**src/hw/rtl/joystick_direction_qualifier_assert.svh**
```systemverilog
// assertion macros for the joystick direction qualifier
`ifndef JOYSTICK_DIRECTION_QUALIFIER_ASSERT_SVH
`define JOYSTICK_DIRECTION_QUALIFIER_ASSERT_SVH

`ifndef NO_ASSERTIONS

// property that holds at every clock edge outside reset
`define JDQ_ASSERT(label, prop, msg) \
	label: assert property (@(posedge clk) disable iff (!arst_n) (prop)) \
		else $error(msg);

// same-cycle implication outside reset
`define JDQ_ASSERT_IMPL(label, ante, cons, msg) \
	label: assert property (@(posedge clk) disable iff (!arst_n) (ante) |-> (cons)) \
		else $error(msg);

`else

`define JDQ_ASSERT(label, prop, msg)
`define JDQ_ASSERT_IMPL(label, ante, cons, msg)

`endif

`endif

```
**src/hw/rtl/jdq_pkg.sv**
```systemverilog
// shared types, register codes and helpers for the joystick direction qualifier
package jdq_pkg;

	localparam int unsigned TimeW   = 32;
	localparam int unsigned ThreshW = 16;
	localparam int unsigned CfgIdxW = 2;

	// accepted status codes
	typedef enum logic [3:0] {
		ST_NONE  = 4'd0,
		ST_PUSH  = 4'd1,
		ST_UP    = 4'd2,
		ST_DOWN  = 4'd3,
		ST_LEFT  = 4'd4,
		ST_RIGHT = 4'd5,
		ST_UL    = 4'd6,
		ST_UR    = 4'd7,
		ST_DL    = 4'd8,
		ST_DR    = 4'd9
	} status_t;

	// configuration register indexes
	typedef enum logic [CfgIdxW-1:0] {
		CFG_DECODER_MODE   = 2'd0,
		CFG_PUSH_HOLD_MS   = 2'd1,
		CFG_IDLE_RETURN_MS = 2'd2
	} cfg_idx_t;

	// decoder modes
	localparam logic MODE_PUSH_GATED = 1'b0;

	localparam logic [ThreshW-1:0] PushHoldDefault   = 16'd1000;
	localparam logic [ThreshW-1:0] IdleReturnDefault = 16'd5000;

	// active-high switch levels of one poll
	typedef struct packed {
		logic push;
		logic up;
		logic down;
		logic left;
		logic right;
	} switches_t;

	// wrapped time difference read as signed, negative never exceeds
	function automatic logic exceeds(input logic [TimeW-1:0] diff,
			input logic [ThreshW-1:0] thr);
		return !diff[TimeW-1] &&
			(diff[TimeW-2:0] > {{(TimeW-1-ThreshW){1'b0}}, thr});
	endfunction

endpackage

```
**src/hw/rtl/jdq_decode.sv**
```systemverilog
// switch level decoder with two priority schemes
module jdq_decode
	import jdq_pkg::*;
(
	input  switches_t sw,
	input  logic      decoder_mode,
	output status_t   status
);

	status_t dirs;
	status_t fallback;

	always_comb begin
		if (decoder_mode == MODE_PUSH_GATED) begin
			fallback = ST_PUSH;
		end else begin
			fallback = sw.push ? ST_PUSH : ST_NONE;
		end

		// up before down, left before right on diagonals
		if (sw.up) begin
			dirs = sw.left ? ST_UL : (sw.right ? ST_UR : ST_UP);
		end else if (sw.down) begin
			dirs = sw.left ? ST_DL : (sw.right ? ST_DR : ST_DOWN);
		end else if (sw.left) begin
			dirs = ST_LEFT;
		end else if (sw.right) begin
			dirs = ST_RIGHT;
		end else begin
			dirs = fallback;
		end

		if (decoder_mode == MODE_PUSH_GATED && !sw.push) begin
			status = ST_NONE;
		end else begin
			status = dirs;
		end
	end

endmodule

```
**src/hw/rtl/joystick_direction_qualifier.sv**
```systemverilog
// top level of the joystick direction qualifier
`include "joystick_direction_qualifier_assert.svh"

// Joystick direction qualifier. Every input beat is one poll of five
// active-low switches (push, up, down, left, right) plus the millisecond
// time of the poll; every poll yields exactly one output beat carrying the
// accepted status, the speed flag and the going-forward flag as they stand
// after that poll. A decoded status is only accepted once two consecutive
// polls agree. Throughput is one poll per clock while out_stall does not hold
// the output beat: a beat is captured in the input register, the decode,
// the 32-bit time difference and the two threshold compares run on it
// combinationally, and the qualifier state registers, which double as the
// output register, load from them. in_stall rises only when the input
// register is full and the output beat is held by out_stall. Configuration
// writes are always ready and take effect on the following poll; write them
// only while no poll is in flight. Register index 0 is decoder_mode, 1
// push_hold_ms, 2 idle_return_ms; index 3 is ignored.
module joystick_direction_qualifier
	import jdq_pkg::*;
(
	input  logic               clk,
	input  logic               arst_n,

	// poll channel
	input  logic               in_valid,
	output logic               in_stall,
	input  logic               push_n,
	input  logic               up_n,
	input  logic               down_n,
	input  logic               left_n,
	input  logic               right_n,
	input  logic [TimeW-1:0]   now_ms,

	// result channel
	output logic               out_valid,
	input  logic               out_stall,
	output logic [3:0]         accepted_status,
	output logic               fast_speed,
	output logic               going_forward,

	// configuration write channel
	input  logic               cfg_valid,
	output logic               cfg_ready,
	input  logic [CfgIdxW-1:0] cfg_index,
	input  logic [ThreshW-1:0] cfg_data
);

	// configuration registers
	logic               decoder_mode_q;
	logic [ThreshW-1:0] push_hold_q;
	logic [ThreshW-1:0] idle_return_q;

	// input register
	logic               valid_s1;
	switches_t          sw_s1;
	logic [TimeW-1:0]   now_s1;

	// qualifier state, also the output register
	logic               out_valid_q;
	status_t            last_q;
	status_t            stable_q;
	logic               speed_q;
	logic               forward_q;
	logic [TimeW-1:0]   chg_time_q;

	// handshake
	logic               out_free;
	logic               fire_s1;
	logic               in_accept;

	// step logic
	status_t            cur;
	logic               same;
	logic               toggle;
	logic               change;
	logic [TimeW-1:0]   diff;
	logic               long_push;
	logic               long_idle;
	logic               speed_nxt;
	logic               forward_nxt;

	assign cfg_ready = 1'b1;

	always_ff @(posedge clk or negedge arst_n) begin
		if (!arst_n) begin
			decoder_mode_q <= 1'b0;
			push_hold_q    <= PushHoldDefault;
			idle_return_q  <= IdleReturnDefault;
		end else if (cfg_valid && cfg_ready) begin
			unique case (cfg_index)
				CFG_DECODER_MODE:   decoder_mode_q <= cfg_data[0];
				CFG_PUSH_HOLD_MS:   push_hold_q    <= cfg_data;
				CFG_IDLE_RETURN_MS: idle_return_q  <= cfg_data;
				default: ;
			endcase
		end
	end

	// output register frees up when empty or when its beat leaves
	assign out_free  = !out_valid_q || !out_stall;
	assign fire_s1   = valid_s1 && out_free;
	assign in_stall  = valid_s1 && !out_free;
	assign in_accept = in_valid && !in_stall;

	always_ff @(posedge clk or negedge arst_n) begin
		if (!arst_n) begin
			valid_s1 <= 1'b0;
		end else if (in_accept) begin
			valid_s1 <= 1'b1;
		end else if (fire_s1) begin
			valid_s1 <= 1'b0;
		end
	end

	// payload capture, levels turned active high
	always_ff @(posedge clk) begin
		if (in_accept) begin
			sw_s1.push  <= !push_n;
			sw_s1.up    <= !up_n;
			sw_s1.down  <= !down_n;
			sw_s1.left  <= !left_n;
			sw_s1.right <= !right_n;
			now_s1      <= now_ms;
		end
	end

	jdq_decode u_decode (
		.sw           (sw_s1),
		.decoder_mode (decoder_mode_q),
		.status       (cur)
	);

	// two agreeing polls qualify a status
	assign same   = (last_q == cur);
	assign toggle = same && (cur == ST_PUSH) && (stable_q == ST_PUSH);
	assign change = same && (stable_q != cur);

	// time since the last accepted change, wraps modulo 2^32
	assign diff      = now_s1 - chg_time_q;
	assign long_push = exceeds(diff, push_hold_q);
	assign long_idle = exceeds(diff, idle_return_q);

	always_comb begin
		speed_nxt   = speed_q ^ toggle;
		forward_nxt = forward_q;
		if (change) begin
			// long push released sets forward, any other change clears forward and drops to slow
			if (stable_q == ST_PUSH && cur == ST_NONE && long_push) begin
				forward_nxt = 1'b1;
			end else begin
				forward_nxt = 1'b0;
				speed_nxt   = 1'b0;
			end
			// leaving a long idle also drops to slow
			if (stable_q == ST_NONE && long_idle) begin
				speed_nxt = 1'b0;
			end
		end
	end

	always_ff @(posedge clk or negedge arst_n) begin
		if (!arst_n) begin
			out_valid_q <= 1'b0;
			last_q      <= ST_NONE;
			stable_q    <= ST_NONE;
			speed_q     <= 1'b0;
			forward_q   <= 1'b0;
			chg_time_q  <= '0;
		end else begin
			if (fire_s1) begin
				out_valid_q <= 1'b1;
				last_q      <= cur;
				speed_q     <= speed_nxt;
				forward_q   <= forward_nxt;
				if (change) begin
					stable_q   <= cur;
					chg_time_q <= now_s1;
				end
			end else if (out_free) begin
				out_valid_q <= 1'b0;
			end
		end
	end

	assign out_valid       = out_valid_q;
	assign accepted_status = stable_q;
	assign fast_speed      = speed_q;
	assign going_forward   = forward_q;

	// forward can only stand while the accepted status is none
	`JDQ_ASSERT_IMPL(a_forward_idle, forward_q, stable_q == ST_NONE,
		"going forward set with a status other than none")

	// speed only turns fast while push is the accepted status
	`JDQ_ASSERT_IMPL(a_fast_on_push, $rose(speed_q), stable_q == ST_PUSH,
		"fast speed entered outside a stable push")

	// an accepted change stamps the time of its poll
	`JDQ_ASSERT_IMPL(a_change_stamp, stable_q != $past(stable_q),
		chg_time_q == $past(now_s1), "change time not taken from the qualifying poll")

	// the state only moves when a poll passes into the output register
	`JDQ_ASSERT(a_state_hold, !$past(fire_s1) |-> $stable(last_q) && $stable(speed_q),
		"qualifier state moved without a poll")

	// the input side only stalls while a poll is held
	`JDQ_ASSERT_IMPL(a_stall_cause, in_stall, valid_s1 && out_valid_q && out_stall,
		"input stalled without a held poll")

endmodule
```
**config.mk**
```make
export PLATFORM = sky130hd
export DESIGN_NAME = joystick_direction_qualifier
export DESIGN_NICKNAME = d
export VERILOG_FILES = /design/src/hw/rtl/jdq_pkg.sv /design/src/hw/rtl/jdq_decode.sv /design/src/hw/rtl/joystick_direction_qualifier.sv
export VERILOG_INCLUDE_DIRS = /design/src /design/src/hw/rtl
export SDC_FILE = /design/constraint.sdc
export NUM_CORES = 1
export LEC_CHECK = 0
export BUFFER_PORTS_ARGS = -buffer_cell sky130_fd_sc_hd__buf_2
export CAP_MARGIN = 30
export CORE_MARGIN = 4
export CORE_UTILIZATION = 60
export DETAILED_ROUTE_END_ITERATION = 12
export PLACE_DENSITY = 0.81
export SLEW_MARGIN = 20
export SYNTH_ARGS = -nofsm -noshare
export SYNTH_HDL_FRONTEND = slang
export SYNTH_SLANG_ARGS = --single-unit
```
**constraint.sdc**
```tcl
create_clock -name clk -period 7.6 [get_ports clk]
set_input_delay 0.76 -clock clk [delete_from_list [all_inputs] [get_ports clk]]
set_output_delay 0.76 -clock clk [all_outputs]
set_load 0.005 [all_outputs]
```
==> summary.md, run 1 <==
| Metric | Value |
|---|---|
| Min cycle time layout | 3860 ps |
| Worst R2R End | going_forward |
| Avg Vias per Cell | 5.84 |
| Reg area | 0.00305 sq mm |
| Largest net degree at the start of global routing | 78 |
| Skew-Pair Late Insertion Delay | 420 ps |
| Hold_buf cts | 0 |
| Met3 usage in global routing | 5.35% |
| Max cap viols | 0 |
| Initial antenna violation count | 0 |
| DIE WIDTH | 117 um |
| Synth Area in Adders | 11.4% |
| Die area | 0.0136 sq mm |
| Post-route ant nets | 0 |
| Largest family of logic cells by synthesized area | compound AO/OA/AOI/OAI gates |
| Final worst path period share | 50.7% |
| Cells after Synth | 731 |
| GPL Wtd Cong | 0.889 |
| Clock buffer depth | 2 |
| PortBufs | 67 |
| Ant diodes | 0 |
| Share of cells above drive strength 1 | 20.0% |
| Commonest cells post-synth | 79 x inv_1, 78 x nand2_1, 66 x dfrtp_1 |
| Post-synth net total | 855 |
| Global-route wire length before repair | 26.5 mm |
| Unrepaired setup endpoints after global routing | false |
| Setup crit end kind | register |
| Max Freq | 259 MHz |
| FF-to-FF Start | now_s1[0] |
| Post-Synth Simple-Gate Area | 13.8% |
| Clock Tree Root | clkbuf_16 |
| WS Path Type | reg2reg |
| Boundary Pins | 69 |
| Leakage | 3.68 nW |
| Initial drt markers | 321 |
| Fillers | 853 |
| Synth top area cells | dfrtp_1 23%, edfxtp_1 16%, ha_1 11% |
| Final hold violation count | 0 |
| Slew Limit Fails | 0 |
| GRT busiest layer | met2 |
| Avg WL per Cell | 16.8 um |
| DR DRC count | 0 |
| Final net count | 918 |
| Startpoint types | register |
| FP Rows | 39 |
| CTS Sinks | 114 |
| Global Route Usage Sum | 25.0% |
| Synth top area share | 23.2% |
| Post-synth cell types | 70 |
| Mux cell area share after synthesis | 6.27% |
| Arrival @ worst endpoint | 4130 ps |
| Most used flip-flop cell after synthesis | dfrtp_1 |
| Via count of the routed design | 5547 |
| Vias in the first global route | 5589 |
| Met2 Use GR | 40.2% |
| PD cells | 429 mW/mm^2 |
| Fin cells | 950 |
| Slew margin rel. | 42.9% |
| Placed Cells | 916 |
| Multi-input logic area | 0.00360 sq mm |
| Status | complete, no violations |
| Area leader, netlist | dfrtp_1 |
| Hold slack final | 218 ps |
| Setup TNS | 0 ps |
| Post-CTS Setup Bufs | 0 |
| Congestion Overflow GR | 0 |
| Final Skew | 5.02 ps |
| Ys Warns | 0 |
| TritonRoute pass-1 iters | 5 |
| Clock slew at reported path FFs | 60 ps |
| CTS tree | yes |
| CTS resizes | 0 |
| DIE HEIGHT | 117 um |
| Synthesized area per cell | 9.72 sq um |
| TritonCTS Buffers | 17 |
| Starting Density | 61.7% |
| Synthesized area | 0.00711 sq mm |
| P&R area growth vs syn | 14.2% |
| Most frequent cell after synthesis | inv_1 |
| Core area | 0.0115 sq mm |
| Worst min path class | in2async |
| DP HPWL | 11.6 mm |
| Post-route cell area | 0.00811 sq mm |
| Worst-path fanout max | 5 |
| Post-synth ARST share | 67.5% |
| Met1 Track Usage GR | 33.1% |
| Final setup vio count | 0 |
| H-tree depth | 4 |
| Final wirelength | 15.9 mm |
| Synth Area in XOR/XNOR | 3.08% |
| CP startpoint | now_s1[0] |
| Seq/Total Area, Yosys | 42.9% |
| Worst slew pin tran | 853 ps |
| Path depth of the worst reg2reg path | 18 |
| Flop2flop setup slack | 3740 ps |
| FF+latch count, synth | 114 |
| VDD IR-drop max | 256 uV |
| Area after DPL | 0.00747 sq mm |
| Post-synthesis compound-gate area fraction | 16.0% |
| Data required, critical path | 7880 ps |
| Post-synth EDFFs | 37 |
power breakdown:
part	switching (mW)	internal, mW	leakage, nW
Combinational	1.10	0.744	2.13
Sequential	0.0708	0.792	1.27
Clock	0.298	0.484	0.282
stage by stage:
stage	util, %	total power, mW	setup slack (ps)
final	70.4	3.48	3740
after global routing	70.4	3.78	3370
after CTS	70.0	3.47	3770
after detailed placement	64.9	2.65	3800
after global placement	64.9	2.57	3960
after floorplan	-	2.25	4260
logic make-up (layout without fill, tap and decap cells):
logic type               after synthesis  count (layout)
AO/OA/AOI/OAI                        186             186
XOR/XNOR                              25              25
adder cells (fa/ha/maj)               64              64
buffers and inverters                106             182
flip-flops                           114             114
multiplexers                          40              40
other                                  1               1
AND/OR/NAND/NOR                      195             195
worst max-delay path, stage by stage, from the launching register on:
cell and delay (ps):
edfxtp_1 330, inv_1 60, ha_1 220, fa_1 400, nand2b_1 230, a21oi_4 210, o21ai_4 120, o21bai_1 210
xor2_1 210, ha_1 280, a21oi_1 160, nor2b_1 60, o21ai_0 170, o211ai_1 140, a21o_1 200, a211oi_1 210
nand4bb_1 130, o211ai_1 270, o21ai_1 90
cell type report:
cell class              count  share of cell area (%)
flip-flops and latches    114                    37.6
multi-input cells         511                    44.3
repair buffers             70                    4.94
clock inverters            15                    1.96
clock buffers              17                    5.24
well taps                 143                    2.21
inverters                  80                    3.70
sequential cells by signal, indices dropped and copies added, names as in the netlist, 4 cells and up:
signal and cells:
sw_s1 5, last_q 4, chg_time_q 32, accepted_status 4, push_hold_q 16, idle_return_q 16
now_s1 32
layout by cell type, fill, tap and decap left out, types with 9 or more instances in the layout:
| master | count |
|---|---|
| nor3_1 | 9 |
| mux2_2 | 35 |
| nand3_1 | 9 |
| edfxtp_1 | 37 |
| o21ai_0 | 60 |
| xnor2_1 | 16 |
| nand2b_1 | 14 |
| dfrtp_1 | 66 |
| a21oi_1 | 49 |
| a21o_1 | 13 |
| ha_1 | 63 |
| nand2_1 | 78 |
| buf_2 | 66 |
| inv_1 | 79 |
| dfstp_2 | 11 |
| nand4_1 | 16 |
| clkbuf_16 | 17 |
| xor2_1 | 9 |
| o21ai_1 | 16 |
| nor2_1 | 35 |
how the worst max path moves through the flow:
stage | end | cells after the start
detailed placement | going_forward | 18
finish | going_forward | 18
CTS | going_forward | 18
floorplan | fast_speed | 17
global route | fast_speed | 18
global placement | going_forward | 18
layer usage:
layer	part of all wire [%]	routed length, um
met5	0	0
met4	2.2	345
met3	4.1	656
met2	48	7700
met1	45	7220
(Power assumes the default switching activity.)
==> run 2, diff against run 1 <==
--- a/config.mk
+++ b/config.mk
@@ -9,9 +9,9 @@
 export BUFFER_PORTS_ARGS = -buffer_cell sky130_fd_sc_hd__buf_2
 export CAP_MARGIN = 30
 export CORE_MARGIN = 4
-export CORE_UTILIZATION = 60
+export CORE_UTILIZATION = 54
 export DETAILED_ROUTE_END_ITERATION = 12
-export PLACE_DENSITY = 0.81
+export PLACE_DENSITY = 0.77
 export SLEW_MARGIN = 20
 export SYNTH_ARGS = -nofsm -noshare
 export SYNTH_HDL_FRONTEND = slang
==> constraint.sdc (replaced) <==
create_clock -name clk -period 3.2 [get_ports clk]
set_input_delay 0.32 -clock clk [delete_from_list [all_inputs] [get_ports clk]]
set_output_delay 0.32 -clock clk [all_outputs]
set_load 0.005 [all_outputs]
==> summary.md, run 2 (synthesis gave the netlist of run 1 again) <==
| Metric | Value |
|---|---|
| Initial antenna violation count | 0 (unchanged) |
| Congestion Overflow GR | 0 (unchanged) |
| Slew Limit Fails | 0 (unchanged) |
| Commonest non-fill, non-tap cells in the layout | 78 x inv_1, 78 x nand2_1, 69 x buf_4, 66 x dfrtp_1, 66 x buf_2 |
| Die area | 0.0151 sq mm (+10%) |
| Data required, critical path | 3530 ps (-4350 ps) |
| Stages on worst setup path | 17 (-1) |
| CP cell instances | ha_4 > fa_2 > nand2b_4 > a21oi_4 > o21ai_4 > o21ai_2 > xor2_2 > ha_1 > nand4_1 > nor2_2 > a211oi_2 > o211ai_1 > a21oi_1 > a311oi_1 > nor3_1 > nand3b_1 > a221oi_2 |
| DR DRC count | 0 (unchanged) |
| GPL Wtd Cong | 0.914 (+2.8%) |
| Avg WL per Cell | 17.3 um (+3.1%) |
| Unrepaired setup endpoints after global routing | true |
| Final worst path period share | 109% (+58 points) |
| Status | finished with violations |
| Vias in the first global route | 5871 (+5.0%) |
| CTS tree | yes |
| PD cells | 1050 mW/mm^2 (+150%) |
| Final Skew | 7.36 ps (+2.34 ps) |
| CTS Sinks | 114 (unchanged) |
| Setup TNS | -531 ps (-531 ps) |
| Worst path max stage delay | 410 ps (about the same) |
| Largest regs | chg_time_q: 32 flops, now_s1: 32 flops |
| Skew-Pair Late Insertion Delay | 420 ps (about the same) |
| Via count of the routed design | 5829 (+5.1%) |
| Crit-path leading delay family | compound AO/OA/AOI/OAI gates |
| Leakage | 4.02 nW (+9.1%) |
| PortBufs | 67 (unchanged) |
| Arrival @ worst endpoint | 3810 ps (-320 ps) |
| DIE WIDTH | 123 um (+5.0%) |
| Starting Density | 55.6% (-6.1 points) |
| Area after DPL | 0.00802 sq mm (+7.3%) |
| Path depth of the worst reg2reg path | 17 (-1) |
| CP max stage cell | dfrtp_1 |
| Failing checks | negative setup slack |
| Worst min path class | in2reg |
| Global Route Usage Sum | 24.9% (-0.062 points) |
| Startpoint types | register |
| Avg Vias per Cell | 5.56 (-4.7%) |
| Clock slew at reported path FFs | 60 ps (about the same) |
| Post-route ant nets | 0 (unchanged) |
| DIE HEIGHT | 123 um (+5.0%) |
| Worst-path fanout max | 4 (-1) |
| Final net count | 987 (+7.5%) |
| P&R area growth vs syn | 23.9% |
| FP Rows | 41 (+5.1%) |
| Initial drt markers | 362 (+13%) |
| Hold depth | 1 |
| Post-route cell area | 0.00880 sq mm (+8.5%) |
| Placed Cells | 1007 (+9.9%) |
| H-tree depth | 4 (unchanged) |
| Min cycle time layout | 3480 ps (-379 ps) |
| Final wirelength | 18.1 mm (+14%) |
| Global-route wire length before repair | 28.9 mm (+9.3%) |
| Pwr Total | 9.28 mW (+170%) |
| WS Path Type | reg2reg |
| Setup crit end kind | register |
| CP Buf/Inv Count | 0 (-1) |
| Share of cells above drive strength 1 | 29.1% (+9.2 points) |
| Setup WS post-layout | -276 ps (-4020 ps) |
| Final hold violation count | 0 (unchanged) |
| Fin cells | 1048 (+10%) |
| Worst slew pin tran | 843 ps (-10.5 ps) |
| VDD IR-drop max | 723 uV (+180%) |
| TritonRoute pass-1 iters | 5 (unchanged) |
| Ant diodes | 0 (unchanged) |
| Largest net degree at the start of global routing | 78 (unchanged) |
| Clock buffer depth | 2 (unchanged) |
| Core area | 0.0128 sq mm (+11%) |
| Slew margin rel. | 43.6% (+0.70 points) |
| Fillers | 951 (+11%) |
| Boundary Pins | 69 (unchanged) |
| Pre-CTS WS | -363 ps (-4170 ps) |
| Final setup vio count | 2 (+2) |
| Max Freq | 288 MHz (+11%) |
| DP HPWL | 13.4 mm (+16%) |
| TritonCTS Buffers | 17 (unchanged) |
| Clock Tree Root | clkbuf_16 |
| Max cap viols | 0 (unchanged) |
[run 2: worst reg2reg max path: stages, from the launching register on]
cell and delay (ps):
dfrtp_1 410, ha_4 180, fa_2 350, nand2b_4 170, a21oi_4 180, o21ai_4 110
o21ai_2 180, xor2_2 190, ha_1 280, nand4_1 110, nor2_2 60, a211oi_2 220
o211ai_1 120, a21oi_1 150, a311oi_1 70, nor3_1 250, nand3b_1 130, a221oi_2 240
[run 2: metrics by stage]
| stage | util (%) | hold WS [ps] |
|---|---|---|
| global placement | 62.8 | 470 |
| global route | 68.9 | 59.3 |
| finish | 68.9 | 71.6 |
| CTS | 67.8 | 55.9 |
| floorplan | - | 24.4 |
| detailed placement | 62.8 | 479 |
[run 2: layer usage]
metal  routed length (um)  global-route usage [%]  up-vias
li1                     -                       -     2846
met1                 7880                    32.1     2797
met2                 8950                    40.7      151
met3                  775                    4.88       35
met4                  497                    11.5        0
met5                    0                       0        -
[run 2: report_power, final]
part / total (mW) / internal, mW / switching (mW) / leakage (nW)
logic: 5.38 / 2.45 / 2.94 / 2.48
clock network: 1.83 / 1.14 / 0.691 / 0.268
registers: 2.06 / 1.88 / 0.182 / 1.27
[run 2: repair_timing]
action / 4_1_cts / 5_1_grt
pin swaps: 18 / 8
gates resized for setup: 10 / 19
hold endpoints to repair: 0 / 2
endpoints found under the setup margin: 2 / 2
hold buffers: 0 / 1
buffers inserted: 4 / 4
cloned: 0 / 0
[run 2: layout make-up]
type,instances,area [sq um],share of cell area (%)
Tap cell,172,215,2.44
Clock inverter,14,139,1.58
Clock buffer,18,429,4.87
Timing Repair Buffer,139,910,10.3
Sequential cell,114,3050,34.7
Multi-Input combinational cell,511,3760,42.7
Inverter,80,300,3.41
[run 2: path summary, 6_finish.rpt]
| check | from | endpoint | slack (ps) |
|---|---|---|---|
| worst max-delay path | chg_time_q[0] | fast_speed | -280 |
| worst min-delay path | now_ms[29] | now_s1[29] | 70 |
| min in group asynchronous | arst_n | push_hold_q[14] | 500 |
| worst min register to register | now_s1[28] | chg_time_q[28] | 490 |
| max in group asynchronous | arst_n | accepted_status[3] | 2190 |
| worst max register to register | chg_time_q[0] | fast_speed | -280 |
==> run 3, diff against run 2 <==
--- a/config.mk
+++ b/config.mk
@@ -9,9 +9,10 @@
 export BUFFER_PORTS_ARGS = -buffer_cell sky130_fd_sc_hd__buf_2
 export CAP_MARGIN = 30
 export CORE_MARGIN = 4
-export CORE_UTILIZATION = 54
+export CORE_UTILIZATION = 60
+export CTS_BUF_LIST = sky130_fd_sc_hd__clkbuf_8
 export DETAILED_ROUTE_END_ITERATION = 12
-export PLACE_DENSITY = 0.77
+export PLACE_DENSITY = 0.81
 export SLEW_MARGIN = 20
 export SYNTH_ARGS = -nofsm -noshare
 export SYNTH_HDL_FRONTEND = slang
==> constraint.sdc (replaced) <==
create_clock -name clk -period 4.3 [get_ports clk]
set_input_delay 0.43 -clock clk [delete_from_list [all_inputs] [get_ports clk]]
set_output_delay 0.43 -clock clk [all_outputs]
set_load 0.005 [all_outputs]
==> summary.md, run 3 (synthesis gave the netlist of run 1 again) <==
| Metric | Value |
|---|---|
| Final setup vio count | 0 (-2) |
| Commonest non-fill, non-tap cell in the layout | inv_1 |
| Final worst path period share | 89.5% (-19 points) |
| Final net count | 918 (-7.0%) |
| Clock share of power | 18.1% (-1.6 points) |
| Unrepaired setup endpoints after global routing | false |
| Boundary Pins | 69 (unchanged) |
| Max Freq | 260 MHz (-9.7%) |
| Comb pwr share | 55.5% (-2.5 points) |
| Worst-path fanout max | 5 (+1) |
| Clock buffer depth | 2 (unchanged) |
| Clock Tree Root | clkbuf_8 |
| Largest net degree at the start of global routing | 78 (unchanged) |
| CTS Sinks | 114 (unchanged) |
| DIE HEIGHT | 117 um (-4.8%) |
| Sw Ratio | 43.0% (+1.9 points) |
| CTS tree | yes |
| Share of cells above drive strength 1 | 19.8% (-9.3 points) |
| Data required, critical path | 4630 ps (+1100 ps) |
| Slew Limit Fails | 0 (unchanged) |
| H-tree depth | 4 (unchanged) |
| Vias in the first global route | 5524 (-5.9%) |
| Leakage | 3.61 nW (-10%) |
| Initial antenna violation count | 0 (unchanged) |
| Arrival @ worst endpoint | 4180 ps (+370 ps) |
| Slew margin rel. | 41.7% (-1.9 points) |
| TritonCTS Buffers | 17 (unchanged) |
| DR DRC count | 0 (unchanged) |
| DIE WIDTH | 117 um (-4.8%) |
| Ant diodes | 0 (unchanged) |
| Worst min path class | in2async |
| CTS resizes | 0 (-10) |
| CP cell instances | inv_1 > ha_1 > fa_1 > nand2b_1 > a21oi_4 > o21ai_4 > o21bai_1 > xor2_1 > ha_1 > a21oi_1 > nor2b_1 > o21ai_0 > o211ai_1 > a21o_1 > a211oi_1 > nand4bb_1 > o211ai_1 > a221oi_2 |
| Largest regs | chg_time_q: 32 flops, now_s1: 32 flops |
| VDD IR-drop max | 370 uV (-49%) |
| WS Path Type | reg2reg |
| Avg Vias per Cell | 5.75 (+3.4%) |
| Placed Cells | 917 (-8.9%) |
| Core area | 0.0115 sq mm (-9.8%) |
| Hold slack final | -3.85 ps (-75.5 ps) |
| Via count of the routed design | 5466 (-6.2%) |
| Worst path max stage delay | 400 ps (about the same) |
| Initial drt markers | 251 (-31%) |
| Hold_buf cts | 0 (unchanged) |
| Post-route ant nets | 0 (unchanged) |
| Starting Density | 61.7% (+6.1 points) |
| Power Internal | 3.29 mW (-40%) |
| PortBufs | 67 (unchanged) |
| Final wirelength | 15.5 mm (-14%) |
| TritonRoute pass-1 iters | 5 (unchanged) |
| Commonest non-fill, non-tap cells in the layout | 80 x inv_1, 78 x nand2_1, 66 x dfrtp_1, 66 x buf_2, 63 x ha_1 |
| Crit-path leading delay family | compound AO/OA/AOI/OAI gates |
| GPL Wtd Cong | 0.921 (+0.74%) |
| Setup crit end kind | register |
| CP Buf/Inv Count | 1 (+1) |
| Pwr Total | 5.77 mW (-38%) |
| Setup TNS | 0 ps (+531 ps) |
| Failing checks | negative hold slack |
| CP startpoint | now_s1[0] |
| Global-route wire length before repair | 25.8 mm (-11%) |
| PD cells | 728 mW/mm^2 (-31%) |
| Avg WL per Cell | 16.3 um (-5.5%) |
| Net Switching | 2.48 mW (-35%) |
| Post-CTS Setup Bufs | 0 (-4) |
| Startpoint types | register |
| Fin cells | 950 (-9.4%) |
| Min cycle time layout | 3850 ps (+372 ps) |
| Seq pwr share | 26.4% (+4.2 points) |
| Final hold violation count | 3 (+3) |
| Clock slew at reported path FFs | 70 ps (about the same) |
| FP Rows | 39 (-4.9%) |
| Status | finished with violations |
| Max cap viols | 0 (unchanged) |
| DP HPWL | 11.6 mm (-13%) |
| Final Skew | 9.86 ps (+2.50 ps) |
| CP max stage cell | fa_1 |
| Fin util | 68.9% (about the same) |
| FF-to-FF Start | now_s1[0] |
| Worst slew pin tran | 872 ps (+28.8 ps) |
| Die area | 0.0136 sq mm (-9.4%) |
| Congestion Overflow GR | 0 (unchanged) |
| Skew-Pair Late Insertion Delay | 460 ps (+40 ps) |
| P&R area growth vs syn | 11.7% |
| Global Route Usage Sum | 24.3% (-0.61 points) |
==> run 3: cell types whose count changed in the layout (fill, tap and decap cells not counted), moves of 4 or more <==
cell       before  now
a21oi_2         7    1
buf_4          69    1
a21oi_1        43   49
clkbuf_8        0   18
ha_1           59   63
clkbuf_16      17    0
xor2_1          5    9
xor2_2          4    0
==> run 3: power groups by stage <==
stage | registers, mW | clock network, mW | logic [mW]
3_3_place_gp | 1.53 | 0 | 3.02
4_1_cts | 1.52 | 1.06 | 3.18
3_5_place_dp | 1.54 | 0 | 3.14
6_report | 1.52 | 1.05 | 3.21
5_1_grt | 1.55 | 1.11 | 3.62
2_1_floorplan | 1.51 | 0 | 2.47
==> run 3: cell type report <==
type | instances | area, sq um
Multi-Input combinational cell | 511 | 3600
Fill cell | 903 | 3580
Sequential cell | 114 | 3050
Timing Repair Buffer | 70 | 397
Inverter | 80 | 300
Clock buffer | 18 | 248
Tap cell | 143 | 179
Clock inverter | 14 | 164
==> run 3: routing by layer <==
layer | global-route usage, % | vias up | wire, um
met5 | 0 | - | 0
met3 | 6.38 | 20 | 784
li1 | - | 2706 | -
met4 | 7.57 | 0 | 216
met1 | 31.8 | 2611 | 7090
met2 | 40.0 | 129 | 7420
==> run 3: metrics by stage <==
| stage | area [sq um] | setup WS (ps) |
|---|---|---|
| 5_1_grt | 7940 | 169 |
| 6_report | 7940 | 452 |
| 4_1_cts | 7910 | 486 |
| 3_5_place_dp | 7490 | 563 |
| 2_1_floorplan | 7110 | 964 |
| 3_3_place_gp | 7490 | 688 |
==> run 3: path summary, 6_finish.rpt <==
kind / endpoint / slack, ps / cells after the start
hold reg to reg: chg_time_q[8] / 490 / 2
hold / removal: idle_return_q[11] / -4 / 1
setup reg to reg: fast_speed / 450 / 18
setup / recovery: fast_speed / 450 / 18
min in group clk: now_s1[27] / 140 / 1
max in group asynchronous: chg_time_q[21] / 3790 / 1
